===== src/hvc_pkg.sv =====
// Shared types, constants and codes for the hashed visit-count novelty block.
package hvc_pkg;

	localparam int CAPACITY = 64;
	localparam int MAX_DIM  = 256;

	localparam int IDX_W = (CAPACITY > 1) ? $clog2(CAPACITY) : 1;
	localparam int CNT_W = $clog2(CAPACITY + 1);
	localparam int DIM_W = $clog2(MAX_DIM + 1);

	localparam logic [31:0] HASH_SEED = 32'd5381;
	localparam logic [13:0] SCALE     = 14'd10000;
	localparam logic [15:0] VISIT_MAX = 16'hFFFF;

	localparam logic [1:0] REG_THRESHOLD     = 2'd0;
	localparam logic [1:0] REG_DEFAULT_COUNT = 2'd1;
	localparam logic [1:0] REG_ENTRIES       = 2'd2;

	typedef enum logic [1:0] {
		OP_RECORD = 2'd0,
		OP_QUERY  = 2'd1,
		OP_CLEAR  = 2'd2,
		OP_NONE   = 2'd3
	} op_t;

	typedef enum logic [1:0] {
		ST_HIT    = 2'd0,
		ST_INSERT = 2'd1,
		ST_FULL   = 2'd2,
		ST_QMISS  = 2'd3
	} status_t;

	typedef enum logic [2:0] {
		S_IDLE,
		S_READ,
		S_CMP,
		S_DECIDE,
		S_ROOT,
		S_OUT
	} state_t;

	typedef struct packed {
		op_t              op;
		logic [31:0]      hash;
		logic [DIM_W-1:0] dim;
	} job_t;

	typedef struct packed {
		logic [31:0]      hash;
		logic [DIM_W-1:0] dim;
		logic [15:0]      visits;
	} entry_t;

	localparam int ENTRY_W = $bits(entry_t);

	typedef struct packed {
		logic [16:0] threshold;
		logic [15:0] default_count;
		logic [6:0]  entries_in_use;
	} cfg_t;

	typedef struct packed {
		status_t     status;
		logic [16:0] seen_count;
		logic [16:0] novelty;
		logic        is_novel;
		logic [31:0] novel_total;
		logic [31:0] recorded_total;
	} result_t;

endpackage


===== src/hvc_front.sv =====
// Front end: takes samples, scales and folds them into the running hash.
module hvc_front (
	input  logic          clk,
	input  logic          arst_n,
	input  logic          s_tvalid,
	output logic          s_tready,
	input  logic [31:0]   s_tdata,
	input  logic [1:0]    s_tuser,
	input  logic          s_tlast,
	output logic          push,
	output hvc_pkg::job_t push_job,
	input  logic          full
);
	import hvc_pkg::*;

	logic [31:0]      hash_q;
	logic [DIM_W-1:0] dim_q;

	op_t              op;
	logic             accept;
	logic             neg;
	logic [31:0]      mag;
	logic [45:0]      prod;
	logic [31:0]      q;
	logic [31:0]      v;
	logic [31:0]      hash_next;
	logic [DIM_W-1:0] dim_next;

	assign s_tready = !full;
	assign accept   = s_tvalid && !full;
	assign op       = op_t'(s_tuser);

	always_comb begin
		neg       = s_tdata[31];
		mag       = neg ? (~s_tdata + 32'd1) : s_tdata;
		prod      = 46'(mag) * 46'(SCALE);
		q         = 32'(prod[45:16]);
		v         = neg ? (~q + 32'd1) : q;
		hash_next = (hash_q << 5) + hash_q + v;
		dim_next  = (dim_q < DIM_W'(MAX_DIM)) ? dim_q + DIM_W'(1) : dim_q;
	end

	always_comb begin
		push          = 1'b0;
		push_job.op   = op;
		push_job.hash = hash_next;
		push_job.dim  = dim_next;
		case (op)
			OP_CLEAR:           push = accept;
			OP_RECORD, OP_QUERY: push = accept && s_tlast;
			default:            push = 1'b0;
		endcase
	end

	always_ff @(posedge clk or negedge arst_n) begin
		if (!arst_n) begin
			hash_q <= HASH_SEED;
			dim_q  <= '0;
		end else if (accept) begin
			case (op)
				OP_RECORD, OP_QUERY: begin
					if (s_tlast) begin
						hash_q <= HASH_SEED;
						dim_q  <= '0;
					end else begin
						hash_q <= hash_next;
						dim_q  <= dim_next;
					end
				end
				OP_CLEAR: begin
					hash_q <= HASH_SEED;
					dim_q  <= '0;
				end
				default: begin
					hash_q <= hash_q;
				end
			endcase
		end
	end

endmodule


===== config.mk =====
export PLATFORM = sky130hd
export DESIGN_NAME = hvc_front
export DESIGN_NICKNAME = d
export VERILOG_FILES = /design/src/hvc_pkg.sv /design/src/hvc_front.sv
export SDC_FILE = /design/constraint.sdc
export NUM_CORES = 1
export LEC_CHECK = 0
export BUFFER_PORTS_ARGS = -buffer_cell sky130_fd_sc_hd__buf_4
export CAP_MARGIN = 20
export CORE_ASPECT_RATIO = 1.25
export CORE_MARGIN = 2
export CORE_UTILIZATION = 69
export CTS_BUF_LIST = sky130_fd_sc_hd__clkbuf_4
export DETAILED_ROUTE_END_ITERATION = 12
export GPL_ROUTABILITY_DRIVEN = 1
export PLACE_DENSITY = 0.9
export SLEW_MARGIN = 20
export SYNTH_ARGS = -nofsm -noshare
export SYNTH_HDL_FRONTEND = slang
export SYNTH_SLANG_ARGS = --single-unit
export TNS_END_PERCENT = 50

===== constraint.sdc =====
create_clock -name clk -period 23.5 [get_ports clk]
set_input_delay 3.525 -clock clk [delete_from_list [all_inputs] [get_ports clk]]
set_output_delay 3.525 -clock clk [all_outputs]
set_load 0.01 [all_outputs]

==> summary.txt <==
Detailed routing
  • TritonRoute pass-1 iters: 5
  • Post-route DRC violation count: 0
  • Met2 wire length: 13400 µm
  • Iter 0 DRT Violations: 679
  • Vias: 9527
  • WL/cell: 16.5 µm
  • Highest Signal Layer: met4
  • DRT met1 WL: 10700 µm
  • Vias per Instance: 6.12
  • Met3 routed WL: 1050 µm
  • Total wire length: 25700 µm
  • Antenna viol nets, final: 0

STA
  • Skew final: between 0.01 and 0.015 ns
  • Final setup violation count: 0
  • Tmin final: 17.54 ns
  • Setup TNS: 0 ns
  • Fmax: 57.0 MHz
  • Fin crit share: 74.6%
  • Worst-Margin Slew: 0.893 ns
  • Max Slew Vio Count: 0
  • Final hold violations: 0
  • Slew margin rel.: 40.5%
  • Hold WS: between 0.5 and 0.6 ns
  • Unrepaired setup endpoints after global routing: false

Synth
  • Area leader, netlist: ha_1
  • Top cell type's share of synthesized area: 20.0%
  • Yosys reg bits: 41
  • Seq/Total Area, Yosys: 9.34%
  • Synth Area per Inst: 8.58 µm²
  • Cell area after synthesis: ~11000 µm²
  • Main flop type after synthesis: dfrtp_1
  • Post-synth cell types: just over 80
  • Synth async-reset ratio: between 90% and 100%
  • YS warnings: 0
  • Post-Syn Nets: 1590
  • Mapped Cells: between 1k and 1.5k
  • Synth top area cells: ha_1 (20%), fa_1 (16%), xnor2_1 (8.4%)
  • Post-synth EDFFs: 0

Clocking
  • Clk slew on worst S/H paths: 0.12 ns
  • Clk buf depth: 2
  • CTS tree: done
  • Clk Latency, worst-skew pair: 0.37 ns
  • CTS Hold Buffers Added: 0
  • Clock Tree Root: clkbuf_4
  • H-tree Lvls: 2
  • Number of CTS-inserted buffers: 5
  • CTS resizes: 0
  • Setup Fix Bufs, Post-CTS: 0
  • Sink Count: 41

Floorplanning
  • I/O pins: between 80 and 90
  • Die area: 17000 µm²
  • Row cnt: 51
  • Die W: 117 µm
  • Core Area: between 15000 and 20000 µm²
  • Vert. Die Dim: 145 µm
  • Initial Util: 70.7%

Placement
  • Dpl cells: 1549
  • PortBufs: 83
  • GP Congestion: 0.923
  • DP Wirelength: 21800 µm
  • Placed inst area: 11800 µm²

Critical path
  • Max Fanout on Critical Path: 11
  • CP max-delay cell: fa_1
  • Critical Path Stages: 36
  • Critical path destination: push_job[40]
  • CP Launch Type: primary input
  • Worst path bufs/invs: 4
  • CP Class: in -> out
  • Worst r2r src: hash_q[0]
  • Worst R2R Path Depth: 14
  • Worst setup EP type: primary output
  • R2R setup slack: 19.39 ns
  • Worst path max stage delay: 0.50 ns
  • CP startpoint: s_tdata[2]
  • Worst EP arrival: 14.02 ns
  • FF-to-FF End: hash_q[31]
  • CP top delay family: adder cells
  • Worst endpoint required time: 19.98 ns

Cells and area
  • Nets@finish: 1646
  • Area delta synth->final: 7.37%
  • Multi-input gate area: 9180 µm²
  • Layout cells sized above 1: a little under a tenth
  • Final non-filler cell total: 1557
  • Register area: 1030 µm²
  • Diodes inserted: 0
  • Cell area after layout: 11900 µm²
  • FILL cells: 1131

Global routing
  • First-pass GRT wire length: about 43000 µm
  • Vias in the first global route: 9755
  • GRT Overall Usage: 30.5%
  • Total gr overflow: 0
  • Antenna violations before repair: 0
  • Pin count of the biggest net entering global routing: 70

Run status
  • Outcome: complete, no violations

Min path
  • HP Class: reg -> reg

Flow run
  • Maxcap violations: 0
## per-stage QoR
| step | util (%) | worst slack [ns] |
|---|---|---|
| after floorplan | - | 7.00 |
| after global placement | 75.5 | 6.44 |
| after detailed placement | 75.5 | 6.11 |
| after CTS | 75.9 | 6.07 |
| after global routing | 75.9 | 5.32 |
| final | 75.9 | 5.96 |
## area by class of cell
class | count | area share, %
inverters | 186 | 5.88
repair buffers | 85 | 5.38
clock inverters | 3 | 0.148
flip-flops and latches | 41 | 8.70
multi-input cells | 1025 | 77.3
well taps | 212 | 2.24
clock buffers | 5 | 0.316
## Yosys cell counts (8+ instances only)
cell and n:
a211oi_1 9, a21o_1 51, a21oi_1 60, a22o_1 27, and3_1 9, clkbuf_1 31
dfrtp_1 36, fa_1 86, ha_1 177, inv_1 186, nand2_1 84, nand2b_1 14
nand3_1 27, nand4_1 12, nor2_1 40, nor2b_1 8, nor3_1 12, o211ai_1 13
o21ai_0 65, o21bai_1 11, o31ai_1 19, o41ai_1 10, or3_1 11, xnor2_1 106
xor2_1 55
## layer usage
layer,track usage [%],vias to the layer above
met3,1.96,45
met2,55.8,263
met4,9.12,0
met1,37.7,4598
met5,0,-
li1,-,4621
## flip-flops by register name (all words and copies together) (netlist names)
register and flops:
dim_q 9, hash_q 32
## cells in the final DEF (no fill, tap or decap), types with 6 or more instances in the layout
cell / Yosys / layout
nand3_1: 27 / 27
nor2b_1: 8 / 8
nor2_1: 40 / 40
ha_1: 177 / 177
o21bai_1: 11 / 11
a21oi_1: 60 / 60
or3_1: 11 / 11
xor2_1: 55 / 55
xnor2_1: 106 / 106
or4_1: 6 / 6
buf_4: 3 / 85
a22o_1: 27 / 27
o21a_1: 6 / 6
nand4_1: 12 / 12
a21boi_0: 6 / 6
o21ai_0: 65 / 65
a21o_1: 51 / 51
inv_1: 186 / 186
o31ai_1: 19 / 19
dfrtp_1: 36 / 36
a31oi_1: 7 / 7
and2_1: 7 / 7
o41ai_1: 10 / 10
and3_1: 9 / 9
fa_1: 86 / 86
nor3_1: 12 / 11
a211oi_1: 9 / 9
nand2b_1: 14 / 14
o211ai_1: 13 / 13
nand2_1: 84 / 84
## cell families (layout without fill, tap and decap cells)
logic type / Yosys count / after routing / synth area share, %
fa+ha+maj: 263 / 263 / 35.6
buf+inv: 222 / 279 / 7.67
compound gates: 336 / 336 / 21.7
flops: 41 / 41 / 9.34
mux: 6 / 6 / 0.566
simple gates: 259 / 259 / 12.4
xor+xnor: 161 / 161 / 12.8
## how the worst min path moves through the flow
stage | slack [ns] | cells past startpoint | startpoint | endpoint
floorplan | 0.50 | 2 | hash_q[0] | hash_q[0]
global placement | 0.53 | 1 | hash_q[27] | hash_q[27]
detailed placement | 0.53 | 1 | hash_q[27] | hash_q[27]
CTS | 0.56 | 1 | dim_q[0] | dim_q[0]
global route | 0.60 | 1 | dim_q[6] | dim_q[6]
finish | 0.56 | 1 | hash_q[27] | hash_q[27]
Power is not shown: default switching activity piles up to over one toggle a cycle in this logic, so the estimate is an artifact.
