$ cat src/hvc_pkg.sv
// Shared types, constants and codes for the hashed visit-count novelty block.
package hvc_pkg;

	localparam int CAPACITY = 64;
	localparam int MAX_DIM  = 256;

	localparam int IDX_W = (CAPACITY > 1) ? $clog2(CAPACITY) : 1;
	localparam int CNT_W = $clog2(CAPACITY + 1);
	localparam int DIM_W = $clog2(MAX_DIM + 1);

	localparam logic [31:0] HASH_SEED = 32'd5381;
	localparam logic [13:0] SCALE     = 14'd10000;
	localparam logic [15:0] VISIT_MAX = 16'hFFFF;

	localparam logic [1:0] REG_THRESHOLD     = 2'd0;
	localparam logic [1:0] REG_DEFAULT_COUNT = 2'd1;
	localparam logic [1:0] REG_ENTRIES       = 2'd2;

	typedef enum logic [1:0] {
		OP_RECORD = 2'd0,
		OP_QUERY  = 2'd1,
		OP_CLEAR  = 2'd2,
		OP_NONE   = 2'd3
	} op_t;

	typedef enum logic [1:0] {
		ST_HIT    = 2'd0,
		ST_INSERT = 2'd1,
		ST_FULL   = 2'd2,
		ST_QMISS  = 2'd3
	} status_t;

	typedef enum logic [2:0] {
		S_IDLE,
		S_READ,
		S_CMP,
		S_DECIDE,
		S_ROOT,
		S_OUT
	} state_t;

	typedef struct packed {
		op_t              op;
		logic [31:0]      hash;
		logic [DIM_W-1:0] dim;
	} job_t;

	typedef struct packed {
		logic [31:0]      hash;
		logic [DIM_W-1:0] dim;
		logic [15:0]      visits;
	} entry_t;

	localparam int ENTRY_W = $bits(entry_t);

	typedef struct packed {
		logic [16:0] threshold;
		logic [15:0] default_count;
		logic [6:0]  entries_in_use;
	} cfg_t;

	typedef struct packed {
		status_t     status;
		logic [16:0] seen_count;
		logic [16:0] novelty;
		logic        is_novel;
		logic [31:0] novel_total;
		logic [31:0] recorded_total;
	} result_t;

endpackage

$ cat src/hvc_fifo.sv
// Two-entry job queue between the hashing front and the table back end.
module hvc_fifo (
	input  logic         clk,
	input  logic         arst_n,
	input  logic         push,
	input  hvc_pkg::job_t push_job,
	output logic         full,
	input  logic         pop,
	output logic         empty,
	output hvc_pkg::job_t pop_job
);
	import hvc_pkg::*;

	job_t       slot_q [2];
	logic       wr_ptr_q;
	logic       rd_ptr_q;
	logic [1:0] count_q;

	assign full    = (count_q == 2'd2);
	assign empty   = (count_q == 2'd0);
	assign pop_job = slot_q[rd_ptr_q];

	always_ff @(posedge clk) begin
		if (push) begin
			slot_q[wr_ptr_q] <= push_job;
		end
	end

	always_ff @(posedge clk or negedge arst_n) begin
		if (!arst_n) begin
			wr_ptr_q <= 1'b0;
			rd_ptr_q <= 1'b0;
			count_q  <= 2'd0;
		end else begin
			if (push) wr_ptr_q <= ~wr_ptr_q;
			if (pop)  rd_ptr_q <= ~rd_ptr_q;
			case ({push, pop})
				2'b10:   count_q <= count_q + 2'd1;
				2'b01:   count_q <= count_q - 2'd1;
				default: count_q <= count_q;
			endcase
		end
	end

endmodule

$ cat config.mk
export PLATFORM = sky130hd
export DESIGN_NAME = hvc_fifo
export DESIGN_NICKNAME = d
export VERILOG_FILES = /design/src/hvc_pkg.sv /design/src/hvc_fifo.sv
export SDC_FILE = /design/constraint.sdc
export NUM_CORES = 1
export LEC_CHECK = 0
export BUFFER_PORTS_ARGS = -buffer_cell sky130_fd_sc_hd__buf_2
export CAP_MARGIN = 20
export CORE_MARGIN = 2
export CORE_UTILIZATION = 45
export CTS_BUF_LIST = sky130_fd_sc_hd__clkbuf_8
export CTS_CLUSTER_DIAMETER = 150
export DETAILED_ROUTE_END_ITERATION = 6
export PLACE_DENSITY = 0.79
export SYNTH_ARGS = -nofsm -noshare
export SYNTH_HDL_FRONTEND = slang
export SYNTH_SLANG_ARGS = --single-unit
$ cat constraint.sdc
create_clock -name clk -period 5.9 [get_ports clk]
set_clock_uncertainty 0.05 [all_clocks]
set_input_delay 0.59 -clock clk [delete_from_list [all_inputs] [get_ports clk]]
set_output_delay 0.59 -clock clk [all_outputs]
set_load 0.005 [all_outputs]
==> results by stage, run 1 <==
Status:
- The flow ran to the end, and the final reports show no timing, DRC or antenna violations.

Placement:
- The pre-CTS worst setup slack is between 3 and 4 ns.
- The cell total after placement is between 300 and 400.
- In this run the tool buffered the top-level ports with 91 buffer cells.
- The global placer's final weighted congestion is 0.673.
- Detailed placement ended at an HPWL of approximately 3500 um.

Worst setup path:
- The arrival time at the worst endpoint is 1.86 ns.
- STA classifies the critical path endpoint as an output port.
- The highest net fanout along the worst path is between 40 and 50.
- The data required time of the worst path is 5.26 ns.
- The critical setup path kind is flop to output port.
- The worst setup path is launched from a flop.

Clock network:
- The number of buffers created by CTS is 9.
- The clock insertion delay at the later pin of the skew report is around 0.34 ns.
- The maximum level of the CTS H-tree is 3.
- The clock net in this run drives a total of 90 sinks.
- The tree is rooted in a sky130_fd_sc_hd__clkbuf_8.
- The CTS tree is done.
- Counting along the longest clock path gives a buffer depth of 2.
- The quantity of gates resized following cts is 0.
- The post-CTS clock slew at the launch and capture registers of the worst setup and hold paths is about 0.09 ns.

Global route:
- The number of antenna violations at the first check in global routing came to 0.
- The overflow left after global routing is 0.
- The via count of the first global-routing pass is around 1700.
- Entering global routing, the biggest net connects 45 pins.
- In the global route stage, overall resource usage came out at 0.132.
- The first-pass GRT wire length is 8290 um.

Drt:
- For this block, the routed nets add up to approximately 5400 um of wire.
- The vias after detailed routing is about 1700.
- Using the TritonRoute via totals, the vias-per-cell ratio works out to roughly 4.6.
- After detailed routing, the number of remaining DRC violations is 0.
- The detail-routed net length per standard cell is 15.0 um.
- The number of DRC violations after detailed-routing iteration 0 is 67.
- The first-pass iteration count of the detailed router is 4.
- The detail route stage leaves a number of antenna-violating nets equal to 0.

STA:
- The minimum hold slack is 0.371 ns.
- The worst-margin pin slew is 0.787 ns.
- The final count of pins violating max slew is 0.
- The sum of negative setup slack is 0 ns.
- The worst slew margin relative to its limit is 0.475.
- Based on the critical path, the design can be clocked at up to about 400 MHz.
- For the finished layout, the period the worst path requires is 2.50 ns.
- Setup repair after global routing left no endpoint under its margin.
- The slack of the critical path is about 3.4 ns.
- The final hold violation count came to 0.
- The number of endpoints failing setup at the final stage is 0.
- The final period utilization is 0.424.

Die:
- The floorplan row count is 32.
- The total area inside the core boundary comes to around 0.0076 mm2.
- The die is 92.0 um wide.
- The die boundary height is roughly 90 um.
- The I/O pin total is slightly above 90.
- The floorplan step defined a die boundary enclosing about 0.0085 mm2.
- For this configuration, the core starts out at a cell density of 0.459.

Synthesis:
- Yosys mapped the design onto 13 distinct sky130hd cell types.
- The cell accounting for the most synthesized area is sky130_fd_sc_hd__edfxtp_1.
- The share of synthesized cell area in and, or, nand and nor gates is 0.00681.
- The number of synthesis warnings is 0.
- The count of mapped cells out of synthesis is 150.
- The number of synthesized register bits is 90.
- After synthesis the cells add up to approximately 0.0035 mm2.
- The fraction of the mapped netlist area in compound gates is 0.
- The part of the Yosys area used for sequential elements is 0.769.
- The area share of xor/xnor cells in the synthesized design is 0.0126.
- The fraction of the mapped netlist area in adder cells is 0.00359.
- After synthesis, the share of cell area in mux cells is 0.181.
- By area the synthesized netlist is led by sky130_fd_sc_hd__edfxtp_1 74%, sky130_fd_sc_hd__mux2_4 17%, sky130_fd_sc_hd__dfrtp_1 2.9%.
- The average size of a mapped cell is 23.3 um2.
- After synthesis, the largest family of logic cells by area is multiplexers.
- The net count after synthesis is 198.
- The portion of synthesized cell area occupied by the leading cell type is 0.740.

Power and ir drop:
- The switching portion of total power is 0.270.
- Of the total power, combinational logic draws 0.313.
- The fraction of power consumed by the clock network is 0.219.
- Power spread over the standard cell area amounts to between 400 and 500 mW/mm2.
- The total leakage power is 1.72 nW.
- The internal power of the cells is around 1.4 mW.
- VDD sags by at most between 0.3 and 0.4 mV.
- The register share of total power is 0.469.
- In this run the power spent charging and discharging nets is 0.511 mW.

Layout:
- The count of non-filler cells in the finished layout is between 300 and 400.
- The net count of the finished layout is approximately 300.
- The number of antenna diodes is 0.
- Relative to the synthesized area, the layout overhead comes to 21.7%.
- The ratio of cells with drive above 1 in the final layout is 0.605.

Flow run:
- The total of max-cap violations is 0.

Worst hold path:
- The class of the most critical hold timing path is primary input to flop.
[registers in the layout, summed over array words and instances (netlist names)]
signal    cells
wr_ptr_q      1
rd_ptr_q      1
slot_q       86
count_q       2
[through the flow]
step	utilization	power (mW)	instance area, um2
final	0.558	1.89	4250
after global routing	0.558	1.99	4250
after CTS	0.554	1.91	4220
after detailed placement	0.526	1.49	4010
after global placement	0.526	1.48	4010
after floorplan	-	1.34	3490
[area by class of cell]
| cell class | instances | area (um2) |
|---|---|---|
| fill | 605 | 3360 |
| sequential | 90 | 2680 |
| multi-input combinational | 54 | 719 |
| timing repair buffer | 95 | 508 |
| tap | 102 | 128 |
| clock buffer | 9 | 124 |
| clock inverter | 7 | 78.8 |
| inverter | 1 | 3.75 |
[power groups by stage]
| stage | clock, mW | sequential (mW) | combinational (mW) |
|---|---|---|---|
| final | 0.414 | 0.887 | 0.591 |
| after global routing | 0.450 | 0.898 | 0.645 |
| after CTS | 0.430 | 0.890 | 0.593 |
| after detailed placement | 0 | 0.905 | 0.589 |
| after global placement | 0 | 0.898 | 0.585 |
| after floorplan | 0 | 0.896 | 0.447 |
[synthesized netlist by cell type, drive strengths merged]
| cell | count |
|---|---|
| and2 | 1 |
| buf | 5 |
| dfrtp | 4 |
| edfxtp | 86 |
| ha | 1 |
| inv | 1 |
| mux2 | 43 |
| nor2 | 3 |
| nor2b | 1 |
| xnor2 | 2 |
| xor2 | 3 |
[path summary, 6_finish.rpt]
path,slack [ns],from,cells past startpoint,endpoint
worst max register to register,4.13,wr_ptr_q,2,slot_q[0][42]
worst max-delay path,3.40,rd_ptr_q,3,pop_job[42]
min in group asynchronous,0.53,arst_n,2,count_q[1]
worst min register to register,0.45,count_q[1],1,count_q[1]
worst min-delay path,0.37,push_job[30],1,slot_q[0][30]
max in group asynchronous,5.14,arst_n,2,rd_ptr_q
[cells in the final DEF (no fill, tap or decap)]
| master | Yosys | layout |
|---|---|---|
| sky130_fd_sc_hd__and2_2 | 0 | 1 |
| sky130_fd_sc_hd__buf_16 | 0 | 1 |
| sky130_fd_sc_hd__buf_2 | 0 | 91 |
| sky130_fd_sc_hd__buf_4 | 0 | 2 |
| sky130_fd_sc_hd__bufinv_16 | 0 | 1 |
| sky130_fd_sc_hd__clkbuf_8 | 0 | 9 |
| sky130_fd_sc_hd__clkinv_1 | 0 | 1 |
| sky130_fd_sc_hd__clkinv_4 | 0 | 3 |
| sky130_fd_sc_hd__clkinvlp_4 | 0 | 1 |
| sky130_fd_sc_hd__dfrtp_1 | 4 | 3 |
| sky130_fd_sc_hd__dfrtp_2 | 0 | 1 |
| sky130_fd_sc_hd__dlygate4sd3_1 | 0 | 1 |
| sky130_fd_sc_hd__edfxtp_1 | 86 | 86 |
| sky130_fd_sc_hd__ha_1 | 1 | 1 |
| sky130_fd_sc_hd__inv_1 | 1 | 1 |
| sky130_fd_sc_hd__inv_8 | 0 | 1 |
| sky130_fd_sc_hd__mux2_2 | 4 | 4 |
| sky130_fd_sc_hd__mux2_4 | 39 | 39 |
| sky130_fd_sc_hd__nor2_1 | 3 | 2 |
| sky130_fd_sc_hd__nor2_4 | 0 | 1 |
| sky130_fd_sc_hd__nor2b_1 | 1 | 1 |
| sky130_fd_sc_hd__xnor2_1 | 2 | 2 |
| sky130_fd_sc_hd__xor2_1 | 3 | 3 |
[per-layer routing]
layer  share of wire  routed length, um  GRT usage  vias to the layer above
li1                -                  -          -                      784
met1            0.42               2260      0.157                      802
met2            0.48               2580      0.210                       60
met3           0.085                454     0.0608                       10
met4           0.013                 70     0.0485                        0
met5               0                  0          0                        -
[cells by family after synthesis]
logic type | after synthesis
DFF | 90
muxes | 43
buffers and inverters | 6
xor gates and xnor gates | 5
and+or+nand+nor | 5
adders and majority gates | 1
[critical path, stage by stage, from the launching register on]
cell,delay [ns]
sky130_fd_sc_hd__dfrtp_2,0.35
sky130_fd_sc_hd__buf_4,0.62
sky130_fd_sc_hd__mux2_2,0.42
sky130_fd_sc_hd__buf_2,0.13
[timing repair]
action / 4_1_cts / 5_1_grt
setup buffers: 0 / 0
hold buffers: 1 / 0
endpoints found under the hold margin: 4 / 0
No activity file was read; power rests on OpenSTA's default activity.
==> run 2: changes to the inputs <==
- PLACE_DENSITY: 0.79 -> 0.82
- clock period: 5.9 -> 2.1 ns (I/O delays scaled with it)
==> run 2 against run 1 <==
  * Die area unchanged
  * Cell area up 7.8%
  * Hold slack worse by 0.36 ns
  * Sequential cell count unchanged
  * Worst setup slack worse by 3.1 ns
  * Non-clock buffer count up 36
  * Largest cell class unchanged
  * Highest routed layer unchanged
==> results by stage, run 2 (same netlist as run 1, synthesis figures left out) <==
Layout:
- In the final layout, the registers with the most flip-flops are slot_q: 86 flops, count_q: 2 flops.
- The ratio of cells with drive above 1 in the final layout is 0.531 (-0.0746).
- The number of antenna diodes came to 0 (unchanged).
- The post-route core utilization is 0.601 (+0.0434).
- The library cells used most frequently in the layout, excluding fill and tap cells, are 91 x sky130_fd_sc_hd__buf_2, 86 x sky130_fd_sc_hd__edfxtp_1, 39 x sky130_fd_sc_hd__mux2_4.
- The count of non-filler cells in the finished layout is 394 (+10%).
- The final-layout fill cell count is 590 (-2.5%).
- The number of flip-flops under the largest register name is 86 (unchanged).
- The area of all placed cells without fillers is 0.00458 mm2 (+7.8%).
- The most flop-heavy register is slot_q.
- From synthesis to final layout, the design area changed by 31.2%.
- The final net count is 335 (+12%).
- The library cell used most frequently in the layout, excluding fill and tap cells, is sky130_fd_sc_hd__buf_2.

Die:
- The total die area is 0.00847 mm2 (unchanged).
- The floorplan row count came to 32 (unchanged).
- The horizontal die dimension is 92.0 um (unchanged).
- The total core area is 0.00761 mm2 (unchanged).
- The die boundary height is 92.0 um (unchanged).
- The initial standard-cell utilization of the core is 0.459 (unchanged).
- The I/O pin total is 92 (unchanged).

Worst setup path:
- The critical setup path kind is flop to output port.
- The number of cells on the worst reg-to-reg path is 2 (unchanged).
- The minimum setup slack among reg-to-reg paths is 0.75 ns (-3.38 ns).
- The category of the worst setup path capture point is an output port.
- The highest net fanout along the worst path came to 44 (unchanged).
- The arrival time at the worst endpoint was 1.55 ns (-0.31 ns).
- The kind of start point of the critical path is a flop.
- The data required time of the worst path is 1.84 ns (-3.42 ns).

Global route:
- The met1 routing resource usage after global routing is 0.156 (-0.000538).
- The via count of the first global-routing pass is 1740 (+2.3%).
- The met3 capacity usage during global routing was 0.0493 (-0.0115).
- The first-pass GRT wire length is 8380 um (+1.0%).
- The number of antenna violations at the first check in global routing is 0 (unchanged).
- The overflow left after global routing is 0 (unchanged).
- The peak-usage layer in the global routing report is met2.
- The met2 track utilization from global routing was 0.225 (+0.0153).
- The pin count of the biggest net entering global routing was 45 (unchanged).
- The global-route total usage across every layer was 0.132 (about the same).

Clock network:
- The post-CTS clock slew at the launch and capture registers of the worst setup and hold paths is 0.08 ns (about the same).
- The maximum level of the CTS H-tree came to 3 (unchanged).
- The quantity of gates resized following cts is 0 (unchanged).
- The number of buffers created by CTS is 9 (unchanged).
- The clock insertion delay at the later pin of the skew report is 0.34 ns (about the same).
- The number of sinks driven by the clock tree is 90 (unchanged).
- The master cell of the clock root buffer is sky130_fd_sc_hd__clkbuf_8.
- The maximum buffer depth of the clock tree was 2 (unchanged).
- The CTS tree is done.

STA:
- Setup repair after global routing left no endpoint under its margin.
- The sum of negative setup slack came to 0 ns (unchanged).
- The worst-margin pin slew is 0.364 ns (-0.423 ns).
- The worst slew margin relative to its limit was 0.757 (+0.282).
- For this run, the top clock speed supported by timing is 553 MHz.
- The number of endpoints failing setup at the final stage is 0 (unchanged).
- The final count of pins violating max slew is 0 (unchanged).
- The time the final worst path needs with I/O delays and setup is 1.81 ns.
- In the finished design, the share of the clock period the worst path needs comes to 0.862.
- The final hold violation count is 0 (unchanged).

Placement:
- The cell total after placement is 343 (+0.88%).
- The number of port buffers is 91 (unchanged).
- The global placer's final weighted congestion came to 0.631 (-6.2%).
- The placed instance area is 0.00404 mm2 (+0.87%).
- The detailed placement HPWL is 3430 um (-0.77%).

Power and ir drop:
- The maximum vdd drop came to 0.737 mV (+93%).
- The power density of the placed cells is 1160 mW/mm2 (+160%).
- The total leakage power was 1.86 nW (+8.3%).
- The overall power of the completed layout is 5.29 mW (+180%).

Drt:
- The number of remaining DRC errors is 0 (unchanged).
- The detail-routed net length per standard cell came to 14.1 um (-6.0%).
- The wire length after detailed routing came to 5560 um (+3.5%).
- The first-pass iteration count of the detailed router is 4 (unchanged).
- The number of nets still failing antenna checks after routing was 0 (unchanged).
- The number of DRC violations after detailed-routing iteration 0 is 66 (-1.5%).
- The average vias per placed instance is 4.46 (-3.5%).
- The vias after detailed routing is 1758 (+6.2%).

Worst hold path:
- The worst hold path stage count is 2 (+1).
- The class of the most critical hold timing path is primary input to flop.

Status:
- The run finished with clean final reports.

Flow run:
- The total of max-cap violations is 0 (unchanged).
run 2: layout make-up:
| class | count | area (um2) | share of cell area |
|---|---|---|---|
| inverter | 1 | 3.75 | 0.000820 |
| multi-input combinational | 54 | 719 | 0.157 |
| clock inverter | 7 | 61.3 | 0.0134 |
| sequential | 90 | 2680 | 0.587 |
| clock buffer | 9 | 124 | 0.0271 |
| tap | 102 | 128 | 0.0279 |
| timing repair buffer | 131 | 856 | 0.187 |
run 2: final timing paths:
| kind | start | to |
|---|---|---|
| worst max-delay path | rd_ptr_q | pop_job[42] |
| worst min-delay path | pop | rd_ptr_q |
| worst max register to register | wr_ptr_q | slot_q[1][13] |
| worst min register to register | count_q[1] | count_q[1] |
| max in group asynchronous | arst_n | rd_ptr_q |
| min in group asynchronous | arst_n | count_q[1] |
run 2: through the flow:
stage               hold WS [ns]  setup WS [ns]
detailed placement       -0.0277          0.656
global placement         -0.0320          0.668
global route            0.000851          0.229
CTS                     0.000143          0.268
floorplan                 -0.136          0.100
finish                    0.0143          0.291
run 2: metal layers:
metal / wire length, um / vias to the layer above
met5: 0 / -
met4: 46 / 0
met3: 323 / 6
met2: 2830 / 54
met1: 2350 / 845
li1: - / 853
run 2: report_power, final:
part | switching (mW) | internal, mW
sequential | 0.110 | 2.39
clock | 0.553 | 0.536
combinational | 0.722 | 0.981
run 2: timing repair:
action / CTS / global route
buffers inserted: 0 / 0
hold endpoints to repair: 53 / 13
setup endpoints to repair: 0 / 0
hold buffers: 27 / 8
run 2: worst max-delay path, stage by stage, from the launching register on:
cell and delay [ns]:
sky130_fd_sc_hd__dfrtp_2 0.38, sky130_fd_sc_hd__buf_12 0.30, sky130_fd_sc_hd__mux2_2 0.38, sky130_fd_sc_hd__buf_2 0.13
